--- src/rtl/srrw_pkg.sv ---
// Package for the selective-repeat reorder window: field widths, result kinds,
// status codes and parameter defaults.
// Depends on nothing; used by the top level and the bench.
`default_nettype none

package srrw_pkg;

    localparam int WINDOW_SLOTS_DEF = 32;
    localparam int MAX_PAYLOAD_DEF  = 512;

    localparam int SEQ_W    = 8;
    localparam int LEN_W    = 10;
    localparam int HANDLE_W = 16;
    localparam int TS_W     = 32;
    localparam int KIND_W   = 2;
    localparam int WIN_W    = 5;
    localparam int STAT_W   = 3;

    // Offsets at or above this value (modulo the sequence space) are late.
    localparam int LATE_OFFSET = 128;

    localparam int MAX_WINDOW_SLOTS = 128;

    localparam int IN_TDATA_W  = 72;
    localparam int OUT_TDATA_W = 80;

    localparam logic [KIND_W-1:0] KIND_DELIVER = 2'd0;
    localparam logic [KIND_W-1:0] KIND_ACK     = 2'd1;
    localparam logic [KIND_W-1:0] KIND_REJECT  = 2'd2;

    localparam logic [STAT_W-1:0] STAT_STORED    = 3'd0;
    localparam logic [STAT_W-1:0] STAT_DELIVERED = 3'd1;
    localparam logic [STAT_W-1:0] STAT_LATE      = 3'd2;
    localparam logic [STAT_W-1:0] STAT_DUPLICATE = 3'd3;
    localparam logic [STAT_W-1:0] STAT_BEYOND    = 3'd4;
    localparam logic [STAT_W-1:0] STAT_EOF       = 3'd5;

endpackage

`default_nettype wire

--- src/rtl/srrw_ring_add.sv ---
// Ring index adder for the reorder window: adds two slot indexes modulo the
// number of slots. Shared by slot lookup, run scan and head advance.
// Depends on nothing but its parameter.
`default_nettype none

module srrw_ring_add #(
    parameter int WINDOW_SLOTS = 32
) (
    input  wire logic [$clog2(WINDOW_SLOTS)-1:0] i_a,
    input  wire logic [$clog2(WINDOW_SLOTS)-1:0] i_b,
    output logic      [$clog2(WINDOW_SLOTS)-1:0] o_sum
);

    localparam int PTR_W = $clog2(WINDOW_SLOTS);

    logic [PTR_W:0] w_sum;

    // Both operands are below the slot count, so one subtract wraps the sum.
    assign w_sum = {1'b0, i_a} + {1'b0, i_b};
    assign o_sum = (w_sum >= (PTR_W+1)'(WINDOW_SLOTS))
                 ? PTR_W'(w_sum - (PTR_W+1)'(WINDOW_SLOTS))
                 : w_sum[PTR_W-1:0];

endmodule

`default_nettype wire

--- src/rtl/selective_repeat_reorder_window_top.sv ---
// Selective-repeat reorder window, top level. Uses srrw_pkg and srrw_ring_add.
// Holds the slot ring, the sequencer and the output register.
//
// One packet is handled at a time and the input is not ready until its last
// result has been taken. A packet that releases a run of slots first scans the
// run one slot per cycle, then each release needs a read of the single slot
// memory port, a register load and the output transfer. One ring index adder
// serves slot lookup, the scan and the head advance. Slot valid bits are
// flip-flops cleared by reset, so no clearing pass is needed.
`default_nettype none

module selective_repeat_reorder_window_top #(
    parameter int WINDOW_SLOTS = srrw_pkg::WINDOW_SLOTS_DEF,
    parameter int MAX_PAYLOAD  = srrw_pkg::MAX_PAYLOAD_DEF
) (
    input  wire logic                               i_clk,
    input  wire logic                               i_rst_n,
    // seq_num[7:0], payload_length[17:8], payload_handle[33:18], timestamp[65:34]
    input  wire logic [srrw_pkg::IN_TDATA_W-1:0]    i_s_tdata,
    input  wire logic                               i_s_tvalid,
    output logic                                    o_s_tready,
    // out_handle[15:0], out_length[25:16], ack_seq[33:26], ack_window[38:34],
    // ack_timestamp[70:39], status[73:71], end_of_file[74]
    output logic [srrw_pkg::OUT_TDATA_W-1:0]        o_m_tdata,
    // result_kind[1:0]
    output logic [srrw_pkg::KIND_W-1:0]             o_m_tuser,
    output logic                                    o_m_tlast,
    output logic                                    o_m_tvalid,
    input  wire logic                               i_m_tready
);

    localparam int PTR_W  = $clog2(WINDOW_SLOTS);
    localparam int CNT_W  = $clog2(WINDOW_SLOTS + 1);
    localparam int SEQ_W  = srrw_pkg::SEQ_W;
    localparam int LEN_W  = srrw_pkg::LEN_W;
    localparam int HND_W  = srrw_pkg::HANDLE_W;
    localparam int TS_W   = srrw_pkg::TS_W;
    localparam int WIN_W  = srrw_pkg::WIN_W;
    localparam int STAT_W = srrw_pkg::STAT_W;
    localparam int KIND_W = srrw_pkg::KIND_W;
    localparam int PAD_W  = srrw_pkg::OUT_TDATA_W
                          - (HND_W + LEN_W + SEQ_W + WIN_W + TS_W + STAT_W + 1);

    typedef enum logic [2:0] {
        S_IDLE,
        S_CLASS,
        S_SCAN,
        S_READ,
        S_EMIT,
        S_ACK,
        S_OUT
    } t_state;

    t_state r_state;
    t_state r_ret;

    logic [SEQ_W-1:0]  r_seq;
    logic [LEN_W-1:0]  r_len;
    logic [HND_W-1:0]  r_handle;
    logic [TS_W-1:0]   r_ts;

    logic [PTR_W-1:0]  r_head;
    logic [SEQ_W-1:0]  r_expected;
    logic [CNT_W-1:0]  r_free;
    logic [WINDOW_SLOTS-1:0] r_full;
    logic [WINDOW_SLOTS-1:0] r_zlen;

    logic [PTR_W-1:0]  r_ptr;
    logic [CNT_W-1:0]  r_cnt;
    logic              r_eof;
    logic [STAT_W-1:0] r_status;

    logic [HND_W-1:0]  mem_handle [WINDOW_SLOTS];
    logic [LEN_W-1:0]  mem_length [WINDOW_SLOTS];
    logic [HND_W-1:0]  r_rd_handle;
    logic [LEN_W-1:0]  r_rd_length;

    logic              r_o_valid;
    logic [KIND_W-1:0] r_o_kind;
    logic [HND_W-1:0]  r_o_handle;
    logic [LEN_W-1:0]  r_o_length;
    logic [SEQ_W-1:0]  r_o_aseq;
    logic [WIN_W-1:0]  r_o_win;
    logic [TS_W-1:0]   r_o_ts;
    logic [STAT_W-1:0] r_o_status;
    logic              r_o_eof;
    logic              r_o_last;

    logic [SEQ_W-1:0]  w_d;
    logic              w_late;
    logic              w_reject;
    logic [PTR_W-1:0]  w_add_a;
    logic [PTR_W-1:0]  w_add_b;
    logic [PTR_W-1:0]  w_sum;
    logic              w_store;
    logic [WIN_W-1:0]  w_window;

    assign w_d      = r_seq - r_expected;
    assign w_late   = (32'(w_d) >= 32'(srrw_pkg::LATE_OFFSET));
    assign w_reject = (32'(r_len) > 32'(MAX_PAYLOAD))
                   || (!w_late && (32'(w_d) >= 32'(WINDOW_SLOTS)));
    assign w_store  = (r_state == S_CLASS) && !w_reject && !w_late && !r_full[w_sum];
    assign w_window = (r_free == '0) ? '0 : WIN_W'(r_free - CNT_W'(1));

    // Operand selection for the shared ring adder.
    always_comb begin
        case (r_state)
            S_CLASS: begin
                w_add_a = r_head;
                w_add_b = w_d[PTR_W-1:0];
            end
            S_SCAN: begin
                w_add_a = r_ptr;
                w_add_b = PTR_W'(1);
            end
            default: begin
                w_add_a = r_head;
                w_add_b = PTR_W'(1);
            end
        endcase
    end

    srrw_ring_add #(
        .WINDOW_SLOTS(WINDOW_SLOTS)
    ) u_ring_add (
        .i_a  (w_add_a),
        .i_b  (w_add_b),
        .o_sum(w_sum)
    );

    // Slot payload memory: one write in the store cycle, one registered read
    // at the window head.
    always_ff @(posedge i_clk) begin
        if (w_store) begin
            mem_handle[w_sum] <= r_handle;
            mem_length[w_sum] <= r_len;
            r_zlen[w_sum]     <= (r_len == '0);
        end
        r_rd_handle <= mem_handle[r_head];
        r_rd_length <= mem_length[r_head];
    end

    always_ff @(posedge i_clk) begin
        if (!i_rst_n) begin
            r_state    <= S_IDLE;
            r_ret      <= S_IDLE;
            r_head     <= '0;
            r_expected <= '0;
            r_free     <= CNT_W'(WINDOW_SLOTS - 1);
            r_full     <= '0;
            r_o_valid  <= 1'b0;
        end else begin
            case (r_state)
                S_IDLE: begin
                    if (i_s_tvalid) begin
                        r_seq    <= i_s_tdata[SEQ_W-1:0];
                        r_len    <= i_s_tdata[SEQ_W +: LEN_W];
                        r_handle <= i_s_tdata[SEQ_W+LEN_W +: HND_W];
                        r_ts     <= i_s_tdata[SEQ_W+LEN_W+HND_W +: TS_W];
                        r_state  <= S_CLASS;
                    end
                end
                S_CLASS: begin
                    if (w_reject) begin
                        r_o_valid  <= 1'b1;
                        r_o_kind   <= srrw_pkg::KIND_REJECT;
                        r_o_handle <= '0;
                        r_o_length <= '0;
                        r_o_aseq   <= '0;
                        r_o_win    <= '0;
                        r_o_ts     <= '0;
                        r_o_status <= srrw_pkg::STAT_BEYOND;
                        r_o_eof    <= 1'b0;
                        r_o_last   <= 1'b1;
                        r_ret      <= S_IDLE;
                        r_state    <= S_OUT;
                    end else if (w_late) begin
                        r_eof    <= 1'b0;
                        r_status <= srrw_pkg::STAT_LATE;
                        r_state  <= S_ACK;
                    end else if (r_full[w_sum]) begin
                        r_eof    <= 1'b0;
                        r_status <= srrw_pkg::STAT_DUPLICATE;
                        r_state  <= S_ACK;
                    end else begin
                        r_full[w_sum] <= 1'b1;
                        r_free        <= r_free - CNT_W'(1);
                        r_eof         <= 1'b0;
                        if ((w_sum == r_head) || r_full[r_head]) begin
                            r_ptr   <= r_head;
                            r_cnt   <= '0;
                            r_state <= S_SCAN;
                        end else begin
                            r_status <= srrw_pkg::STAT_STORED;
                            r_state  <= S_ACK;
                        end
                    end
                end
                S_SCAN: begin
                    // Measure the run of full slots from the head and note
                    // whether any of them is an end-of-file packet.
                    if ((r_cnt < CNT_W'(WINDOW_SLOTS)) && r_full[r_ptr]) begin
                        r_cnt <= r_cnt + CNT_W'(1);
                        r_eof <= r_eof | r_zlen[r_ptr];
                        r_ptr <= w_sum;
                    end else begin
                        r_state <= S_READ;
                    end
                end
                S_READ: begin
                    r_state <= S_EMIT;
                end
                S_EMIT: begin
                    r_o_valid  <= 1'b1;
                    r_o_kind   <= srrw_pkg::KIND_DELIVER;
                    r_o_handle <= r_rd_handle;
                    r_o_length <= r_rd_length;
                    r_o_aseq   <= '0;
                    r_o_win    <= '0;
                    r_o_ts     <= '0;
                    r_o_status <= (r_rd_length == '0) ? srrw_pkg::STAT_EOF
                                                      : srrw_pkg::STAT_DELIVERED;
                    r_o_eof    <= r_eof;
                    r_o_last   <= 1'b0;
                    r_full[r_head] <= 1'b0;
                    r_head     <= w_sum;
                    r_expected <= r_expected + SEQ_W'(1);
                    r_free     <= r_free + CNT_W'(1);
                    r_cnt      <= r_cnt - CNT_W'(1);
                    r_status   <= r_eof ? srrw_pkg::STAT_EOF : srrw_pkg::STAT_DELIVERED;
                    r_ret      <= (r_cnt == CNT_W'(1)) ? S_ACK : S_READ;
                    r_state    <= S_OUT;
                end
                S_ACK: begin
                    r_o_valid  <= 1'b1;
                    r_o_kind   <= srrw_pkg::KIND_ACK;
                    r_o_handle <= '0;
                    r_o_length <= '0;
                    r_o_aseq   <= r_expected;
                    r_o_win    <= w_window;
                    r_o_ts     <= r_ts;
                    r_o_status <= r_status;
                    r_o_eof    <= r_eof;
                    r_o_last   <= 1'b1;
                    r_ret      <= S_IDLE;
                    r_state    <= S_OUT;
                end
                S_OUT: begin
                    if (i_m_tready) begin
                        r_o_valid <= 1'b0;
                        r_state   <= r_ret;
                    end
                end
                default: begin
                    r_state <= S_IDLE;
                end
            endcase
        end
    end

    assign o_s_tready = (r_state == S_IDLE);
    assign o_m_tvalid = r_o_valid;
    assign o_m_tuser  = r_o_kind;
    assign o_m_tlast  = r_o_last;
    assign o_m_tdata  = {{PAD_W{1'b0}}, r_o_eof, r_o_status, r_o_ts, r_o_win,
                         r_o_aseq, r_o_length, r_o_handle};

endmodule

`default_nettype wire

--- config.mk ---
export PLATFORM = sky130hd
export DESIGN_NAME = selective_repeat_reorder_window_top
export DESIGN_NICKNAME = d
export VERILOG_FILES = /design/src/rtl/srrw_pkg.sv /design/src/rtl/srrw_ring_add.sv /design/src/rtl/selective_repeat_reorder_window_top.sv
export SDC_FILE = /design/constraint.sdc
export NUM_CORES = 1
export LEC_CHECK = 0
export ABC_AREA = 1
export BUFFER_PORTS_ARGS = -buffer_cell sky130_fd_sc_hd__buf_2
export CAP_MARGIN = 0
export CELL_PAD_IN_SITES_DETAIL_PLACEMENT = 2
export CELL_PAD_IN_SITES_GLOBAL_PLACEMENT = 2
export CORE_UTILIZATION = 41
export CTS_BUF_LIST = sky130_fd_sc_hd__clkbuf_8
export DETAILED_ROUTE_END_ITERATION = 12
export GPL_TIMING_DRIVEN = 1
export MAX_ROUTING_LAYER = met4
export PLACE_DENSITY_LB_ADDON = 0.1
export SLEW_MARGIN = 40
export SYNTH_ARGS = -nofsm -noshare
export SYNTH_HDL_FRONTEND = slang
export SYNTH_SLANG_ARGS = --single-unit
--- constraint.sdc ---
create_clock -name i_clk -period 6.9 [get_ports i_clk]
set_input_delay 0.345 -clock i_clk [delete_from_list [all_inputs] [get_ports i_clk]]
set_output_delay 0.345 -clock i_clk [all_outputs]
set_load 0.02 [all_outputs]
==> flow_summary.json <==
{
  "grt_remaining_overflow": 0,
  "drc": 0,
  "vias": 30000,
  "slew-limit-headroom": 0.419,
  "regToRegSetupSlack_ns": 1.43,
  "clk_latency_ns": 0.89,
  "max-vdd-ir-drop_uv": 201,
  "drv_slew": 0,
  "setup_viol": 0,
  "gp_congestion": 0.840,
  "drv_cap": 0,
  "fin_crit_sh": 0.793,
  "routed_wl_um": 157000,
  "r2r_cells": 21,
  "r2r_end": "mem_length[2][0]$_DFFE_PP_",
  "cp.arrival_ns": 5.99,
  "synthCells": 3313,
  "worstMarginPinSlew_ns": 0.871,
  "p_clk_frac": 0.292,
  "root_buffer": "clkbuf_8",
  "hold_viol": 0,
  "final_antenna_net_count": 0,
  "fin_worst_skew_ns": 0.0491,
  "hpwl_um": 91600,
  "cts_buffers": 187,
  "antenna_found_initial": 7,
  "ys_seq_elements": 1107,
  "rows": 119,
  "wl_per_cell_um": 30.1,
  "ys.warnings.count": 0,
  "p_sw_frac": 0.373,
  "first_global_vias": 33200,
  "postSynthAreaPerCell_um2": 13.1,
  "end_kind": "flop",
  "final_core_util": 0.483,
  "drtIter0Drc": 2300,
  "max_clock_freq_mhz": 183,
  "hold_end": "r_free[2]$_SDFFE_PN1P_",
  "crit_fanout": 22,
  "cts_tree": "yes",
  "r2r_start": "r_state[1]$_SDFFE_PN0P_",
  "pwr-share-seq": 0.433,
  "cts_max_path_buffers": 3,
  "die_w_um": 328,
  "portBuffers": 149,
  "hold_depth": 3,
  "cts_resized": 0,
  "rsz0062_at_grt": "no",
  "min_from": "i_rst_n",
  "firstDrtPassIters": 7,
  "power_frac_comb": 0.275,
  "grtUsageTotal": 0.301,
  "criticalPathCategory": "flop to flop",
  "met3_usage": 0.0411,
  "post_cts.repair.setup_buffers": 0,
  "start_kind": "flop",
  "worstPathRequired_ns": 7.42,
  "power_density_nw_per_um2": 373,
  "p_int_mw": 11.9,
  "synth_edf_count": 1023,
  "power.switching_mw": 7.07,
  "grt_max_degree": 116,
  "grt_pass1_wl_um": 228000,
  "cts.sinks": 1107,
  "nNetsFinal": 3739,
  "ys_async_sr_fraction": 0,
  "met2_usage": 0.510,
  "p_leak_nw": 17.2,
  "dieArea_um2": 107000,
  "dieHeight_um": 328,
  "cts-hold-fix-buffers": 69,
  "design.core.area_um2": 105000,
  "initial_utilization": 0.413,
  "ys.flop_type": "edfxtp_1",
  "synth.cell_area_um2": 43500,
  "setup_tns_ns": 0,
  "clkTransAtPathRegs_ns": 0.06,
  "ys_seq_area_frac": 0.746,
  "status": "complete, no violations",
  "grt-busiest-layer": "met2",
  "fin_crit_ns": 5.47,
  "ioPinCount": 161,
  "ys_types": 45,
  "via_per_inst": 5.78,
  "htreeDepth": 4,
  "met1_usage": 0.369,
  "drive_above_1_share": 0.161,
  "layout-area-overhead-vs-synth_pct": 16.8,
  "hp-class": "primary input to flop"
}
==> power groups by stage <==
stage          logic, mW  registers (mW)  clock network (mW)
5_1_grt             5.53            8.24                5.89
3_5_place_dp        5.10            8.35                   0
2_1_floorplan       2.71            8.45                   0
4_1_cts             5.18            8.21                5.62
3_3_place_gp        4.81            8.36                   0
6_report            5.21            8.21                5.52
==> per-layer routing <==
metal | routed length, um | up-vias
met3 | 7640 | 273
li1 | - | 13000
met1 | 64300 | 15700
met5 | 0 | -
met2 | 80100 | 1046
met4 | 4450 | 0
==> worst max path at each step <==
stage,start,to,slack [ns],cells past startpoint
2_1_floorplan,r_head[0]$_SDFFE_PN0P_,mem_handle[10][0]$_DFFE_PP_,1.11,25
3_3_place_gp,r_ptr[1]$_DFFE_PP_,mem_handle[3][8]$_DFFE_PP_,1.55,19
3_5_place_dp,r_state[1]$_SDFFE_PN0P_,mem_handle[3][8]$_DFFE_PP_,1.44,21
4_1_cts,r_state[1]$_SDFFE_PN0P_,mem_handle[3][0]$_DFFE_PP_,1.40,21
5_1_grt,r_state[1]$_SDFFE_PN0P_,mem_handle[3][0]$_DFFE_PP_,1.04,21
6_report,r_state[1]$_SDFFE_PN0P_,mem_length[2][0]$_DFFE_PP_,1.43,21
==> Yosys cell counts (all sizes together) (3+ instances only) <==
cell type  count  area share
ha            18      0.0052
a21oi        104       0.013
inv          175       0.015
nor4b          7      0.0014
buf           62      0.0080
clkbuf       143       0.012
nor2         200       0.018
or2           23      0.0033
nand2        525       0.047
o221ai         6      0.0012
o211ai         4     0.00069
nand3        325       0.037
dfxtp         84       0.039
nand4         17      0.0024
a2111oi        5      0.0010
a31oi        169       0.024
xnor2          9      0.0018
o21ai        102       0.012
clkinv         3     0.00026
nor4          20      0.0029
edfxtp      1023        0.71
a22oi        210       0.036
xor2           5      0.0010
nor3          61      0.0074
==> critical path, stage by stage (launching register included) <==
cell and delay [ns]:
dfxtp_1 0.57, nand2_2 0.34, nand2_1 0.18, o21ai_0 0.11, ha_1 0.26, fa_1 0.82
inv_2 0.22, nand2_4 0.37, nor2_1 0.08, nor2_1 0.11, nand2_1 0.10, nand2_1 0.08
nand2_1 0.05, nand2_1 0.05, nand2_1 0.07, nand2_2 0.06, nand2_2 0.12, nor2_4 0.12
nand2_2 0.34, buf_4 0.36, nor3_2 0.23, buf_4 0.42
==> through the flow <==
step	total power [mW]	cells	hold slack, ns	setup WS (ns)	instance area, um^2
2_1_floorplan	11.2	3317	0.441	1.11	43500
3_3_place_gp	13.2	4757	0.454	1.55	46400
3_5_place_dp	13.4	4773	0.463	1.44	46600
4_1_cts	19.0	5190	0.0137	1.40	50700
5_1_grt	19.7	5196	0.0392	1.04	50800
6_report	18.9	5196	0.0703	1.43	50800
==> registers in the layout, indices dropped and copies added (netlist names), 3 cells and up <==
register,flops
r_zlen,32
r_cnt,6
r_ts,32
r_expected,8
r_o_status,3
r_o_length,10
r_rd_handle,16
r_len,10
r_ptr,5
mem_length,320
r_free,6
r_o_handle,16
mem_handle,512
r_handle,16
r_o_aseq,8
r_seq,8
r_status,3
r_state,3
r_ret,3
r_full,32
r_o_ts,32
r_rd_length,10
r_o_win,5
r_head,5
==> final cells by class <==
type / instances / area [um^2]
antenna: 3 / 7.51
clock buffer: 198 / 2730
sequential: 1107 / 32400
tap: 1391 / 1740
multi-input combinational: 1827 / 9770
clock inverter: 150 / 703
fill: 10300 / 54300
inverter: 178 / 673
timing repair buffer: 342 / 2750
==> placed cells by master (no fill, tap or decap), types with 6 or more instances in the layout <==
master         count
a22oi_1          210
a31oi_1          169
clkinv_2           7
xnor2_1            9
nor3_1            22
nor4_1            15
nand3_1          325
clkinv_1          43
buf_6             18
inv_1            256
buf_12            23
nor2_1           193
dfxtp_1           82
a21oi_2           15
buf_2            149
nand2_2           22
o221ai_1           6
nand2_1          501
edfxtp_1        1023
nor4b_1            7
buf_4             80
nand4_1           17
clkbuf_8         198
nor3_2            39
a21oi_1           89
or2_2             22
o21ai_0          100
ha_1              18
dlygate4sd3_1     69
==> kinds of logic after synthesis <==
family | synth area share
and+or+nand+nor | 0.120
DFF | 0.746
AOI/OAI and AO/OA | 0.0899
buffers and inverters | 0.0357
adders and majority gates | 0.00610
xor gates and xnor gates | 0.00282
other | 0.0000863
Power figures use the tool's default switching activity.
